$ cat src/design/gzip_block_header_parser_unit_assert.svh
// ----------------------------------------------------------------------------
// gzip block header parser assertion macros
// concurrent checks that compile away when SYNTHESIS is defined
// ----------------------------------------------------------------------------
`ifndef GZIP_BLOCK_HEADER_PARSER_UNIT_ASSERT_SVH
`define GZIP_BLOCK_HEADER_PARSER_UNIT_ASSERT_SVH

`ifndef SYNTHESIS

// same-cycle implication
`define GZBHP_ASSERT_IMP(label, clk, rst_n, ante, cons, msg) \
    label: assert property (@(posedge clk) disable iff (!rst_n) (ante) |-> (cons)) \
        else $error(msg);

// next-cycle implication
`define GZBHP_ASSERT_NXT(label, clk, rst_n, ante, cons, msg) \
    label: assert property (@(posedge clk) disable iff (!rst_n) (ante) |=> (cons)) \
        else $error(msg);

`else

`define GZBHP_ASSERT_IMP(label, clk, rst_n, ante, cons, msg)
`define GZBHP_ASSERT_NXT(label, clk, rst_n, ante, cons, msg)

`endif

`endif

$ cat src/design/gzbhp_pkg.sv
// ----------------------------------------------------------------------------
// gzbhp_pkg
// shared constants and types of the gzip block header parser
// ----------------------------------------------------------------------------
package gzbhp_pkg;

    localparam int COUNT_BITS    = 20;
    localparam int CAPTURE_BYTES = 12;
    localparam int CAP_IDX_W     = $clog2(CAPTURE_BYTES);

    localparam int HDR_LEN_W = 20;
    localparam int XLEN_W    = 16;
    localparam int BLK_W     = 32;

    // status codes
    localparam logic [2:0] ST_OK        = 3'd0;
    localparam logic [2:0] ST_BAD_MAGIC = 3'd1;
    localparam logic [2:0] ST_BAD_METH  = 3'd2;
    localparam logic [2:0] ST_TRUNC     = 3'd3;
    localparam logic [2:0] ST_UNKNOWN   = 3'd4;
    localparam logic [2:0] ST_TOO_LONG  = 3'd5;

    // multi-block format kinds
    localparam logic [2:0] FK_BGZF  = 3'd0;
    localparam logic [2:0] FK_MZ    = 3'd1;
    localparam logic [2:0] FK_IG_V1 = 3'd2;
    localparam logic [2:0] FK_IG_V2 = 3'd3;
    localparam logic [2:0] FK_SIZE3 = 3'd4;

    // gzip header bytes and flag bits
    localparam logic [7:0] GZ_ID1       = 8'h1f;
    localparam logic [7:0] GZ_ID2       = 8'h8b;
    localparam logic [7:0] GZ_CM_DEFL   = 8'h08;
    localparam logic [7:0] FLG_RESERVED = 8'he0;
    localparam int         FLG_FHCRC    = 1;
    localparam int         FLG_FEXTRA   = 2;
    localparam int         FLG_FNAME    = 3;
    localparam int         FLG_FCOMMENT = 4;
    localparam int         FIXED_HDR    = 10;

    localparam logic [3:0] EXTRA_OFFSET = 4'd12;

    // extra field tags, first byte in the low bits
    localparam logic [31:0] TAG_BC    = 32'h0002_4342;
    localparam logic [31:0] TAG_MZ    = 32'h0004_5a4d;
    localparam logic [31:0] TAG_IG_V1 = 32'h0010_4749;
    localparam logic [31:0] TAG_IG_V2 = 32'h0004_4749;
    localparam logic [7:0]  SIZE3_TAG = 8'h7d;

    typedef struct packed {
        logic [2:0]           status;
        logic [2:0]           format_kind;
        logic [HDR_LEN_W-1:0] header_length;
        logic [3:0]           extra_offset;
        logic [XLEN_W-1:0]    extra_length;
        logic [BLK_W-1:0]     block_length;
    } result_t;

    typedef struct packed {
        logic [2:0]       status;
        logic [2:0]       format_kind;
        logic [BLK_W-1:0] block_length;
    } fmt_t;

endpackage

$ cat src/design/gzip_block_header_parser_unit.sv
// ----------------------------------------------------------------------------
// gzip_block_header_parser_unit
// gzip member header parser that recognizes multi-block gzip formats
// ----------------------------------------------------------------------------
// Feed the header bytes of a gzip member one item per byte on the slave side,
// with tlast on the last byte available. The unit checks magic, method and
// reserved flags, walks the fixed part, the extra field (keeping its first 12
// bytes), name, comment and header crc, and gives one result per header on
// the master side: status and format kind in tuser, header length, extra
// offset, extra length and block length in tdata. A byte is taken in every
// cycle: each byte updates the walk state in a single combinational pass and
// a result lands in the output register on the clock edge of the byte that
// ends the header, so it is visible in the cycle after. The only stall comes
// from the single-entry output register: s_tready drops while it holds a
// result that m_tready does not take. After a result, bytes are dropped
// until tlast; the byte after tlast starts a new header. No clearing pass
// is needed after reset.
// ----------------------------------------------------------------------------
module gzip_block_header_parser_unit
    import gzbhp_pkg::*;
(
    input  logic        clk,
    input  logic        rst_n,
    input  logic        s_tvalid,
    output logic        s_tready,
    input  logic [7:0]  s_tdata,   // [7:0] data_byte
    input  logic        s_tlast,   // end_of_data
    output logic        m_tvalid,
    input  logic        m_tready,
    output logic [71:0] m_tdata,   // [19:0] header_length, [23:20] extra_offset,
                                   // [39:24] extra_length, [71:40] block_length
    output logic [5:0]  m_tuser    // [2:0] status, [5:3] format_kind
);

`include "gzip_block_header_parser_unit_assert.svh"

    logic    accept;
    logic    res_valid;
    result_t res;
    result_t res_q;
    logic    out_free;

    // byte taken whenever the result register can take what it may cause
    assign s_tready = out_free;
    assign accept   = s_tvalid && s_tready;

    gzbhp_parse_core u_core (
        .clk         (clk),
        .rst_n       (rst_n),
        .accept      (accept),
        .data_byte   (s_tdata),
        .end_of_data (s_tlast),
        .res_valid   (res_valid),
        .res         (res)
    );

    gzbhp_out_stage u_out (
        .clk      (clk),
        .rst_n    (rst_n),
        .load     (res_valid),
        .res_in   (res),
        .m_tready (m_tready),
        .m_tvalid (m_tvalid),
        .res_out  (res_q),
        .free     (out_free)
    );

    assign m_tdata = {res_q.block_length, res_q.extra_length,
                      res_q.extra_offset, res_q.header_length};
    assign m_tuser = {res_q.format_kind, res_q.status};

    // a recognized format always comes from an extra field of its own size
    `GZBHP_ASSERT_IMP(a_ok_len, clk, rst_n,
        m_tvalid && m_tuser[2:0] == ST_OK,
        m_tdata[39:24] == 16'd4 || m_tdata[39:24] == 16'd6 ||
        m_tdata[39:24] == 16'd8 || m_tdata[39:24] == 16'd20,
        "ok result with an extra length no format uses")

    // failures carry no format and no block length
    `GZBHP_ASSERT_IMP(a_fail_zero, clk, rst_n,
        m_tvalid && m_tuser[2:0] != ST_OK,
        m_tuser[5:3] == FK_BGZF && m_tdata[71:40] == 32'd0,
        "failure result with format or block length")

    // the three-byte form holds only 24 bits of length
    `GZBHP_ASSERT_IMP(a_size3, clk, rst_n,
        m_tvalid && m_tuser[2:0] == ST_OK && m_tuser[5:3] == FK_SIZE3,
        m_tdata[39:24] == 16'd4 && m_tdata[71:64] == 8'd0,
        "three-byte form result out of shape")

    // a result taken with nothing new loaded leaves the output empty
    `GZBHP_ASSERT_NXT(a_drain, clk, rst_n,
        m_tvalid && m_tready && !res_valid,
        !m_tvalid,
        "result shown twice")

endmodule

$ cat src/design/gzbhp_format_decode.sv
// ----------------------------------------------------------------------------
// gzbhp_format_decode
// names the multi-block format from the extra field and works out its length
// ----------------------------------------------------------------------------
module gzbhp_format_decode
    import gzbhp_pkg::*;
(
    input  logic [63:0]           cap_lo,       // extra bytes 0..7, byte 0 lowest
    input  logic [XLEN_W-1:0]     extra_total,
    input  logic [COUNT_BITS-1:0] byte_count,
    output fmt_t                  fmt
);

    logic [31:0] tag;
    logic [31:0] word1;

    assign tag   = cap_lo[31:0];
    assign word1 = cap_lo[63:32];

    always_comb
    begin
        fmt.status       = ST_UNKNOWN;
        fmt.format_kind  = FK_BGZF;
        fmt.block_length = '0;
        if (extra_total == XLEN_W'(6) && tag == TAG_BC)
        begin
            fmt.status       = ST_OK;
            fmt.format_kind  = FK_BGZF;
            fmt.block_length = BLK_W'(word1[15:0]) + BLK_W'(1);
        end
        else if (extra_total == XLEN_W'(8) && tag == TAG_MZ)
        begin
            fmt.status       = ST_OK;
            fmt.format_kind  = FK_MZ;
            fmt.block_length = word1 + BLK_W'(byte_count) + BLK_W'(8);
        end
        else if (extra_total == XLEN_W'(20) && tag == TAG_IG_V1)
        begin
            fmt.status       = ST_OK;
            fmt.format_kind  = FK_IG_V1;
            fmt.block_length = word1;
        end
        else if (extra_total == XLEN_W'(8) && tag == TAG_IG_V2)
        begin
            fmt.status       = ST_OK;
            fmt.format_kind  = FK_IG_V2;
            fmt.block_length = word1;
        end
        else if (extra_total == XLEN_W'(4) && tag[31:24] == SIZE3_TAG)
        begin
            fmt.status       = ST_OK;
            fmt.format_kind  = FK_SIZE3;
            fmt.block_length = {8'h00, tag[23:0]};
        end
    end

endmodule

$ cat src/design/gzbhp_parse_core.sv
// ----------------------------------------------------------------------------
// gzbhp_parse_core
// header walk state and per-byte update, one byte per accepted item
// ----------------------------------------------------------------------------
module gzbhp_parse_core
    import gzbhp_pkg::*;
(
    input  logic    clk,
    input  logic    rst_n,
    input  logic    accept,
    input  logic [7:0] data_byte,
    input  logic    end_of_data,
    output logic    res_valid,
    output result_t res
);

    localparam logic [3:0] PH_MAGIC1  = 4'd0;
    localparam logic [3:0] PH_MAGIC2  = 4'd1;
    localparam logic [3:0] PH_METHOD  = 4'd2;
    localparam logic [3:0] PH_FLAGS   = 4'd3;
    localparam logic [3:0] PH_SKIP    = 4'd4;
    localparam logic [3:0] PH_XLO     = 4'd5;
    localparam logic [3:0] PH_XHI     = 4'd6;
    localparam logic [3:0] PH_EXTRA   = 4'd7;
    localparam logic [3:0] PH_NAME    = 4'd8;
    localparam logic [3:0] PH_COMMENT = 4'd9;
    localparam logic [3:0] PH_CRC1    = 4'd10;
    localparam logic [3:0] PH_CRC2    = 4'd11;
    localparam logic [3:0] PH_DONE    = 4'd12;
    localparam logic [3:0] PH_FIN     = 4'd13;

    localparam logic [COUNT_BITS-1:0] COUNT_MAX = '1;

    logic [3:0]            phase_reg, phase_next;
    logic [COUNT_BITS-1:0] count_reg, count_next;
    logic [7:0]            flags_reg, flags_next;
    logic [XLEN_W-1:0]     xtot_reg, xtot_next;
    logic [XLEN_W-1:0]     xseen_reg, xseen_next;
    logic [7:0]            cap_reg [CAPTURE_BYTES];

    logic                  cap_we;
    logic [CAP_IDX_W-1:0]  cap_idx;
    logic [63:0]           cap_lo;
    logic [COUNT_BITS-1:0] bc;
    logic [3:0]            ph;
    logic [7:0]            flg;
    logic [XLEN_W-1:0]     xt;
    logic [XLEN_W-1:0]     xs;
    logic                  err_hit;
    logic [2:0]            err_code;
    fmt_t                  fmt;

    function automatic logic [3:0] after_comment(input logic [7:0] f);
        return f[FLG_FHCRC] ? PH_CRC1 : PH_FIN;
    endfunction

    function automatic logic [3:0] after_name(input logic [7:0] f);
        return f[FLG_FCOMMENT] ? PH_COMMENT : after_comment(f);
    endfunction

    function automatic logic [3:0] after_extra(input logic [7:0] f);
        return f[FLG_FNAME] ? PH_NAME : after_name(f);
    endfunction

    // extra bytes as seen after this item's write
    always_comb
    begin
        for (int k = 0; k < 8; k++)
        begin
            cap_lo[8*k +: 8] = (cap_we && cap_idx == CAP_IDX_W'(k)) ? data_byte : cap_reg[k];
        end
    end

    gzbhp_format_decode u_decode (
        .cap_lo      (cap_lo),
        .extra_total (xt),
        .byte_count  (bc),
        .fmt         (fmt)
    );

    always_comb
    begin
        phase_next = phase_reg;
        count_next = count_reg;
        flags_next = flags_reg;
        xtot_next  = xtot_reg;
        xseen_next = xseen_reg;
        cap_we     = 1'b0;
        cap_idx    = xseen_reg[CAP_IDX_W-1:0];
        bc         = count_reg + COUNT_BITS'(1);
        ph         = phase_reg;
        flg        = flags_reg;
        xt         = xtot_reg;
        xs         = xseen_reg;
        err_hit    = 1'b0;
        err_code   = ST_OK;
        res_valid  = 1'b0;
        res.status        = ST_OK;
        res.format_kind   = FK_BGZF;
        res.header_length = HDR_LEN_W'(bc);
        res.extra_offset  = EXTRA_OFFSET;
        res.extra_length  = xtot_reg;
        res.block_length  = '0;

        if (accept)
        begin
            if (phase_reg == PH_DONE)
            begin
                // waiting for the end marker after a result
                if (end_of_data)
                begin
                    phase_next = PH_MAGIC1;
                    count_next = '0;
                    flags_next = '0;
                    xtot_next  = '0;
                    xseen_next = '0;
                end
            end
            else
            begin
                case (phase_reg)
                    PH_MAGIC1:
                    begin
                        if (data_byte != GZ_ID1)
                        begin
                            err_hit  = 1'b1;
                            err_code = ST_BAD_MAGIC;
                        end
                        else
                        begin
                            ph = PH_MAGIC2;
                        end
                    end
                    PH_MAGIC2:
                    begin
                        if (data_byte != GZ_ID2)
                        begin
                            err_hit  = 1'b1;
                            err_code = ST_BAD_MAGIC;
                        end
                        else
                        begin
                            ph = PH_METHOD;
                        end
                    end
                    PH_METHOD:
                    begin
                        if (data_byte != GZ_CM_DEFL)
                        begin
                            err_hit  = 1'b1;
                            err_code = ST_BAD_METH;
                        end
                        else
                        begin
                            ph = PH_FLAGS;
                        end
                    end
                    PH_FLAGS:
                    begin
                        flg = data_byte;
                        if ((data_byte & FLG_RESERVED) != 8'h00)
                        begin
                            err_hit  = 1'b1;
                            err_code = ST_BAD_METH;
                        end
                        else
                        begin
                            ph = PH_SKIP;
                        end
                    end
                    PH_SKIP:
                    begin
                        // mtime, xfl, os
                        if (bc == COUNT_BITS'(FIXED_HDR))
                        begin
                            ph = flg[FLG_FEXTRA] ? PH_XLO : after_extra(flg);
                        end
                    end
                    PH_XLO:
                    begin
                        xt = {8'h00, data_byte};
                        ph = PH_XHI;
                    end
                    PH_XHI:
                    begin
                        xt = {data_byte, xtot_reg[7:0]};
                        xs = '0;
                        ph = (xt != '0) ? PH_EXTRA : after_extra(flg);
                    end
                    PH_EXTRA:
                    begin
                        if (xseen_reg < XLEN_W'(CAPTURE_BYTES))
                        begin
                            cap_we = 1'b1;
                        end
                        xs = xseen_reg + XLEN_W'(1);
                        if (xs >= xtot_reg)
                        begin
                            ph = after_extra(flg);
                        end
                    end
                    PH_NAME:
                    begin
                        if (data_byte == 8'h00)
                        begin
                            ph = after_name(flg);
                        end
                    end
                    PH_COMMENT:
                    begin
                        if (data_byte == 8'h00)
                        begin
                            ph = after_comment(flg);
                        end
                    end
                    PH_CRC1:
                    begin
                        ph = PH_CRC2;
                    end
                    default:
                    begin
                        ph = PH_FIN;
                    end
                endcase

                res.extra_length = xt;

                if (err_hit)
                begin
                    res_valid  = 1'b1;
                    res.status = err_code;
                end
                else if (ph == PH_FIN)
                begin
                    res_valid        = 1'b1;
                    res.status       = fmt.status;
                    res.format_kind  = fmt.format_kind;
                    res.block_length = fmt.block_length;
                end
                else if (end_of_data)
                begin
                    res_valid = 1'b1;
                    // running out inside name or comment closes the header unless a crc follows
                    if ((ph == PH_NAME || ph == PH_COMMENT) && !flg[FLG_FHCRC])
                    begin
                        res.status       = fmt.status;
                        res.format_kind  = fmt.format_kind;
                        res.block_length = fmt.block_length;
                    end
                    else
                    begin
                        res.status = ST_TRUNC;
                    end
                end
                else if (bc == COUNT_MAX)
                begin
                    res_valid  = 1'b1;
                    res.status = ST_TOO_LONG;
                end

                phase_next = res_valid ? PH_DONE : ph;
                count_next = bc;
                flags_next = flg;
                xtot_next  = xt;
                xseen_next = xs;

                if (end_of_data)
                begin
                    phase_next = PH_MAGIC1;
                    count_next = '0;
                    flags_next = '0;
                    xtot_next  = '0;
                    xseen_next = '0;
                end
            end
        end
    end

    always_ff @(posedge clk or negedge rst_n)
    begin
        if (!rst_n)
        begin
            phase_reg <= PH_MAGIC1;
            count_reg <= '0;
            flags_reg <= '0;
            xtot_reg  <= '0;
            xseen_reg <= '0;
        end
        else
        begin
            phase_reg <= phase_next;
            count_reg <= count_next;
            flags_reg <= flags_next;
            xtot_reg  <= xtot_next;
            xseen_reg <= xseen_next;
        end
    end

    always_ff @(posedge clk)
    begin
        if (cap_we)
        begin
            cap_reg[cap_idx] <= data_byte;
        end
    end

endmodule

$ cat src/design/gzbhp_out_stage.sv
// ----------------------------------------------------------------------------
// gzbhp_out_stage
// result register with valid/ready toward the downstream side
// ----------------------------------------------------------------------------
module gzbhp_out_stage
    import gzbhp_pkg::*;
(
    input  logic    clk,
    input  logic    rst_n,
    input  logic    load,
    input  result_t res_in,
    input  logic    m_tready,
    output logic    m_tvalid,
    output result_t res_out,
    output logic    free
);

    logic    valid_reg, valid_next;
    result_t res_reg;

    // room when empty or when the held result leaves this cycle
    assign free = !valid_reg || m_tready;

    always_comb
    begin
        valid_next = valid_reg;
        if (load)
        begin
            valid_next = 1'b1;
        end
        else if (m_tready)
        begin
            valid_next = 1'b0;
        end
    end

    always_ff @(posedge clk or negedge rst_n)
    begin
        if (!rst_n)
        begin
            valid_reg <= 1'b0;
        end
        else
        begin
            valid_reg <= valid_next;
        end
    end

    always_ff @(posedge clk)
    begin
        if (load)
        begin
            res_reg <= res_in;
        end
    end

    assign m_tvalid = valid_reg;
    assign res_out  = res_reg;

endmodule

$ cat config.mk
export PLATFORM = sky130hd
export DESIGN_NAME = gzip_block_header_parser_unit
export DESIGN_NICKNAME = d
export VERILOG_FILES = /design/src/design/gzbhp_pkg.sv /design/src/design/gzip_block_header_parser_unit.sv /design/src/design/gzbhp_format_decode.sv /design/src/design/gzbhp_parse_core.sv /design/src/design/gzbhp_out_stage.sv
export VERILOG_INCLUDE_DIRS = /design/src /design/src/design
export SDC_FILE = /design/constraint.sdc
export NUM_CORES = 1
export LEC_CHECK = 0
export BUFFER_PORTS_ARGS = -buffer_cell sky130_fd_sc_hd__buf_2
export CORE_AREA = 2 2 165 167
export CTS_BUF_LIST = sky130_fd_sc_hd__clkbuf_8
export DETAILED_ROUTE_END_ITERATION = 7
export DIE_AREA = 0 0 167 169
export PLACE_DENSITY = 0.73
export SLEW_MARGIN = 20
export SYNTH_ARGS = -nofsm -noshare
export SYNTH_HDL_FRONTEND = slang
export SYNTH_SLANG_ARGS = --single-unit
$ cat constraint.sdc
create_clock -name clk -period 8.4 [get_ports clk]
set_input_delay 1.26 -clock clk [delete_from_list [all_inputs] [get_ports clk]]
set_output_delay 1.26 -clock clk [all_outputs]
set_load 0.01 [all_outputs]
=== Yosys cells after proc, flatten, opt, wreduce, memory -nomap -nowiden ===
Memories as Yosys holds them, arrays and structs flattened.
Cells that the tools add are included.

* Reduce and logical (&&, ||, !) cells: 31
* Order comparisons: 2
* Bitwise logic cells: 1
* Divide/modulo/power cells: 0
* Multiplexer cells: 92
* Shift-type cells: 0
* $mul: 0
* Add/sub/neg operators: 5
* Equal/unequal tests: 37

{| class="wikitable"
|+ Operator list
! operator !! number
|-
| 38-bit two-way mux || 5
|-
| 32-bit two-way mux || 4
|-
| 16-bit two-way mux || 7
|-
| 48-bit two-way mux || 2
|-
| 4-bit two-way mux || 17
|-
| 32-bit by 19-bit equality test with 1-bit output, second input constant || 2
|-
| 8-bit two-way mux || 8
|-
| 16-bit one-hot mux with 2 select lines || 2
|-
| 20-bit two-way mux || 3
|-
| 4-bit one-hot mux with 11 select lines || 1
|-
| 32-bit by 20-bit adder with 32-bit output || 1
|-
| 32-bit by 4-bit adder with 32-bit output, second input constant || 1
|-
| 16-bit by 3-bit equality test with 1-bit output, second input constant || 2
|-
| 32-bit by 18-bit equality test with 1-bit output, second input constant || 1
|-
| 32-bit by 21-bit equality test with 1-bit output, second input constant || 1
|-
| 4-bit by 3-bit equality test with 1-bit output, second input constant || 8
|-
| 5-bit two-way mux || 6
|-
| 4-bit equality test, second input constant || 7
|-
| 1-bit two-way mux || 24
|-
| 3-bit two-way mux || 8
|-
| 20-bit by 1-bit adder with 20-bit output, second input constant || 1
|-
| 20-bit equality test, second input constant || 1
|-
| 20-bit by 4-bit equality test with 1-bit output, second input constant || 1
|-
| 16-bit by 1-bit adder with 17-bit output, second input constant || 1
|-
| 31 further kinds || 54
|}

* ROM bits: 0
* Logic and storage cells: 181
* Register bits after elaboration: 136
* Output and inout bits: 80
* Latch bits: 0
* Bits in writable memories: 96
* Memories kept: 1

{| class="wikitable"
|+ Memory list
! memory !! words !! width !! rd ports !! clocked after memory_dff !! write ports !! RTL line !! source
|-
| u_core.cap_reg || 12 || 8 || 8 || 0 || 1 || gzbhp_parse_core.sv:39 || <nowiki>logic [7:0] cap_reg [CAPTURE_BYTES];</nowiki>
|}

=== Depth between registers and ports, before layout ===
* Word-level depth: 20
* Depth in mapped cells: 21

=== Modules after synthesis ===
Synthesis repeated with hierarchy kept, for this count alone.

* Cell total of the unflattened synthesis: 1,235
* Area, all modules: 12,869.8 µm²

{| class="wikitable"
|+ By module, submodules not included
! module !! cells each !! instances !! area an instance (µm²)
|-
| gzbhp_parse_core || 774 || 1 || 7,840.0
|-
| gzbhp_format_decode || 379 || 1 || 2,633.8
|-
| gzbhp_out_stage || 81 || 1 || 2,389.8
|-
| gzip_block_header_parser_unit || 1 || 1 || 6.3
|}

=== Worst setup path after synthesis ===
Ideal clock, no wire load.

* Path kind: flip-flop to flip-flop
* Start point: reg u_core.xseen_reg[2]
* End point: reg u_out.res_reg (netlist bit u_out.res_out[0]) (enable)
* Path buffers: 1
* Path slack: 1,508 ps
* Stages on the path, launching flop included: 20
* Clock period less this slack: 6,892 ps
* Arrival time: 6,385 ps
* Library setup time: 507 ps
* Required time: 7,893 ps
* Path through: dfrtp_1 buf_1 nand3_1 nor2_1 and2_1 and3_1 nand3_1 nor2b_1 nand2_1 xnor2_1 ha_1 a21o_1 a21o_1 a21oi_1 nand4_1 and4_1 nor2_1 a21oi_1 nor4b_1 nor2_1

* Cells in the longest elaborated chain, start to end: 13

{| class="wikitable"
|+ RTL lines
! element !! RTL line !! source
|-
| start: declaration || gzbhp_parse_core.sv:38 || <nowiki>logic [XLEN_W-1:0] xseen_reg, xseen_next;</nowiki>
|-
| start signal: assignment || gzbhp_parse_core.sv:295 || <nowiki>xseen_reg <= xseen_next;</nowiki>
|-
| 16-bit by 1-bit adder with 16-bit output || gzbhp_parse_core.sv:196 || <nowiki>xs = xseen_reg + XLEN_W'(1);</nowiki>
|-
| 16-bit greater-or-equal comparator || gzbhp_parse_core.sv:197 || <nowiki>if (xs >= xtot_reg)</nowiki>
|-
| 4-bit two-way mux || gzbhp_parse_core.sv:197 ||
|-
| 4-bit one-hot mux with 11 select lines || gzbhp_parse_core.sv:121 || <nowiki>case (phase_reg)</nowiki>
|-
| 4-bit two-way mux || gzbhp_parse_core.sv:107 || <nowiki>if (phase_reg == PH_DONE)</nowiki>
|-
| 4-bit two-way mux || gzbhp_parse_core.sv:105 || <nowiki>if (accept)</nowiki>
|-
| 4-bit equality test || gzbhp_parse_core.sv:233 || <nowiki>else if (ph == PH_FIN)</nowiki>
|-
| 1-bit two-way mux || gzbhp_parse_core.sv:233 ||
|-
| 1-bit two-way mux || gzbhp_parse_core.sv:228 || <nowiki>if (err_hit)</nowiki>
|-
| 1-bit two-way mux || gzbhp_parse_core.sv:107 ||
|-
| 1-bit two-way mux || gzbhp_parse_core.sv:105 ||
|-
| 1-bit two-way mux || gzbhp_parse_core.sv:107 ||
|-
| 1-bit two-way mux || gzbhp_parse_core.sv:105 ||
|-
| named net res_valid || gzip_block_header_parser_unit.sv:38 || <nowiki>logic res_valid;</nowiki>
|-
| end signal: assignment || gzbhp_out_stage.sv:53 || <nowiki>res_reg <= res_in;</nowiki>
|-
| end: declaration || gzbhp_out_stage.sv:19 || <nowiki>result_t res_reg;</nowiki>
|}

The timed path passes the listed nets, and every way through them passes these cells. The select of a mux whose other input is x is not followed.
A chain may end at the register's enable or synchronous reset.

=== Worst setup path in the final report ===
* Start point: reg u_core.phase_reg[1]
* End point: reg u_out.res_reg (netlist bit u_out.res_out[27]) (data pin)

* Cells in the longest elaborated chain, start to end: 15

{| class="wikitable"
|+ RTL lines
! element !! RTL line !! source
|-
| start: declaration || gzbhp_parse_core.sv:34 || <nowiki>logic [3:0] phase_reg, phase_next;</nowiki>
|-
| start signal: assignment || gzbhp_parse_core.sv:291 || <nowiki>phase_reg <= phase_next;</nowiki>
|-
| parallel branches: the longest is 15 deep, another holds 32-bit by 20-bit adder with 32-bit output || n/a ||
|}

Several ways; the timed one is not identified. The select of a mux whose other input is x is not followed.

==> results by group <==
GRT
  • Largest net degree at the start of global routing: 75
  • Initial antenna violation count: 0
  • First-pass GRT wire length: 56.4 mm
  • Total global routing overflow: 0
  • Vias in the first global route: 10200
  • GRT Resource Usage Total: 0.252

Final layout
  • Footprint of the multi-input gates: 0.00679 mm²
  • Most common cell after layout, fill and taps aside: edfxtp_1
  • FF+latch area: 0.00567 mm²
  • Fraction of layout cells with a size suffix above 1: 0.133
  • Area grow syn2layout: 8.65%
  • Most frequent cells in the layout: edfxtp_1, nand2_1, nor2_1, buf_2, o21ai_0
  • Max reg flops: 74
  • Filler cells: 2362
  • # nets final: 1475
  • # diodes: 0

Critical path
  • Crit start category: register
  • Critical Path RT: 8.61 ns
  • Crit path buf inv count: 0
  • Top delay family on crit path: simple AND/OR/NAND/NOR gates
  • RR Startpoint: u_core.phase_reg[1]
  • CP Capture Type: register
  • Worst Setup SP: u_core.phase_reg[1]
  • Critical-path maximum fanout: 23
  • Crit Path Class: reg2reg
  • CP Data Arrival Time: 6.60 ns
  • Slowest-stage cell, CP: dfrtp_1
  • Crit path cell chain: nand4b_1, nor4_1, and2_1, mux2_2, ha_1, ha_1, fa_1, a211oi_1, o21ai_0, a31o_2, a2111oi_0, o31ai_1, nand2_1, nor2_1, xnor2_1, a21oi_1, nor2_1
  • Crit-path max cell delay: 0.78 ns

Clock tree
  • CTS tree: built
  • Worst-Skew Late Latency: 0.48 ns
  • Number of H-tree levels: 4
  • Clock Tree Buf Depth: 2
  • Num CTS Buffers: 17
  • Setup bufs post-CTS: 0
  • Clock sink total: 199
  • Post-CTS Resized: 0
  • Post-CTS Hold Fix Bufs: 0
  • Reg clk slew, reported paths: 0.11 ns
  • CTS root buffer: clkbuf_8

Synthesis
  • Compound-Gate Fraction of Synth Area: 0.159
  • Area leader, netlist: edfxtp_1
  • Post-synth EDFFs: 138
  • Avg Cell Area, Syn: 9.63 µm²
  • Post-Synthesis Cells: 1350
  • Warnings, synthesis: 0
  • Adder-cell share of the synthesized area: 0.0622
  • Top area cells in the synthesized netlist: edfxtp_1, dfrtp_1, ha_1
  • Largest family of logic cells by synthesized area: simple AND/OR/NAND/NOR gates
  • Synth async-reset ratio: 0.307
  • Seq/Total Area, Yosys: 0.436
  • Share of Yosys cell area claimed by the top area cell type: 0.319
  • Flops & latches, synth: 199
  • Mux contribution to synthesized area: 0.0497
  • XOR/XNOR Fraction of Synth Area: 0.0418
  • Syn Std Cell Area: 0.0130 mm²
  • Yosys cell types: 82
  • Synth Area in Simple Gates: 0.207
  • Main flop type after synthesis: edfxtp_1

STA
  • Worst Clk Skew: 0.0164 ns
  • Final min period: 6.39 ns
  • Final worst slack: 2.01 ns
  • Worst Tran Pin Value: 1.01 ns
  • Slew headroom: 0.312
  • Max Slew Vio Count: 0
  • RSZ-0062 raised after global routing: no
  • Tcrit/Tclk final: 0.761
  • Final setup violation count: 0
  • Setup TNS: 0 ns
  • Max Clk Rate: 156 MHz
  • Hold Fails Final Rpt: 0

Run status
  • Outcome: finished clean

Die
  • # rows: 60
  • Initial cell density of the core: 0.490
  • I/O pin count: 93
  • Die height: 169 µm
  • Die X: 167 µm
  • Die area: 0.0282 mm²
  • Core ar.: 0.0265 mm²

Pwr
  • Pwr dens: 170 mW/mm²
  • Max VDD drop: 0.0000865 V
  • Leak Pwr: 5.51 nW

Place
  • Buffers on Ports: 88
  • GP Congestion: 0.921
  • Dpl ws: 1.79 ns
  • Final HPWL DP: 25.3 mm

Route
  • Vias per cell: 6.28
  • DRT iter0 DRCs: 1324
  • Wire per inst: 20.3 µm
  • DRT antenna net count: 0
  • # DRC: 0
  • Routed wire length: 35.6 mm
  • Via count: 11000
  • First-pass iteration count of the detailed router: 5

Flow run
  • Max Cap Viol: 0

Hold path
  • Min-delay src: u_core.xtot_reg[5]
  • Worst Hold Class: reg2reg
[cell type report]
| cell class | count | share of cell area |
|---|---|---|
| multi-input combinational | 1015 | 0.481 |
| sequential | 199 | 0.402 |
| timing repair buffer | 104 | 0.0397 |
| tap | 341 | 0.0302 |
| clock buffer | 17 | 0.0166 |
| inverter | 61 | 0.0162 |
| clock inverter | 15 | 0.0149 |
[Yosys cell counts, drive strengths merged (10+ instances only)]
master and n:
nor3 42, clkbuf 55, or4 10, and2 19, a22o 35, nor4 28, a21oi 71, inv 60
xnor2 41, nand2 134, ha 63, nand3 43, or3 13, and3 17, nand2b 13, xor2 21
nor2 102, mux2 20, a21o 14, o22ai 10, or2 13, dfrtp 61, buf 22, o21ai 81
mux2i 42, edfxtp 138, a211oi 13, nand4 28
[through the flow]
| stage | util | cell area [µm²] | std cells | power, mW | hold WS, ns |
|---|---|---|---|---|---|
| floorplan | - | 13000 | 1352 | 1.54 | 0.496 |
| global placement | 0.516 | 13700 | 1720 | 1.71 | 0.516 |
| detailed placement | 0.516 | 13700 | 1720 | 1.72 | 0.538 |
| CTS | 0.533 | 14100 | 1752 | 2.41 | 0.563 |
| global route | 0.533 | 14100 | 1752 | 2.51 | 0.573 |
| finish | 0.533 | 14100 | 1752 | 2.40 | 0.567 |
[final timing paths]
path	cells past startpoint	end	slack (ns)
setup / recovery	17	u_out.res_out[27]	2.01
hold / removal	1	u_core.xtot_reg[5]	0.57
setup reg to reg	17	u_out.res_out[27]	2.01
hold reg to reg	1	u_core.xtot_reg[5]	0.57
max in group asynchronous	2	u_core.xtot_reg[4]	6.88
min in group asynchronous	2	u_core.count_reg[4]	0.93
[cells by family (layout without fill, tap and decap cells)]
| kind of cell | after synthesis | in the layout |
|---|---|---|
| AO/OA/AOI/OAI | 311 | 311 |
| XOR/XNOR | 62 | 62 |
| adder cells (fa/ha/maj) | 64 | 64 |
| buffers and inverters | 138 | 197 |
| flip-flops | 199 | 199 |
| multiplexers | 62 | 62 |
| other | 2 | 4 |
| AND/OR/NAND/NOR | 512 | 512 |
[routing by layer]
metal  part of all wire  up-vias  global-route usage
li1                   -     5122                   -
met1               0.44     5311               0.356
met2               0.45      515               0.393
met3              0.080       61              0.0421
met4              0.031        0              0.0900
met5                  0        -                   0
[worst register-to-register path, delay by kind of cell (launching register included)]
family          cells  cell delay, ns
compound gates      6            1.93
simple gates        6            1.93
mux                 1            0.44
fa+ha+maj           3            0.96
flops               1            0.78
xor+xnor            1            0.12
[power by group]
group	switching, mW	total, mW	leakage, nW	internal (mW)
sequential	0.0581	1.22	2.14	1.16
combinational	0.320	0.474	3.15	0.154
clock	0.370	0.703	0.229	0.333
total	0.748	2.40	5.51	1.65
Power figures use the tool's default switching activity.
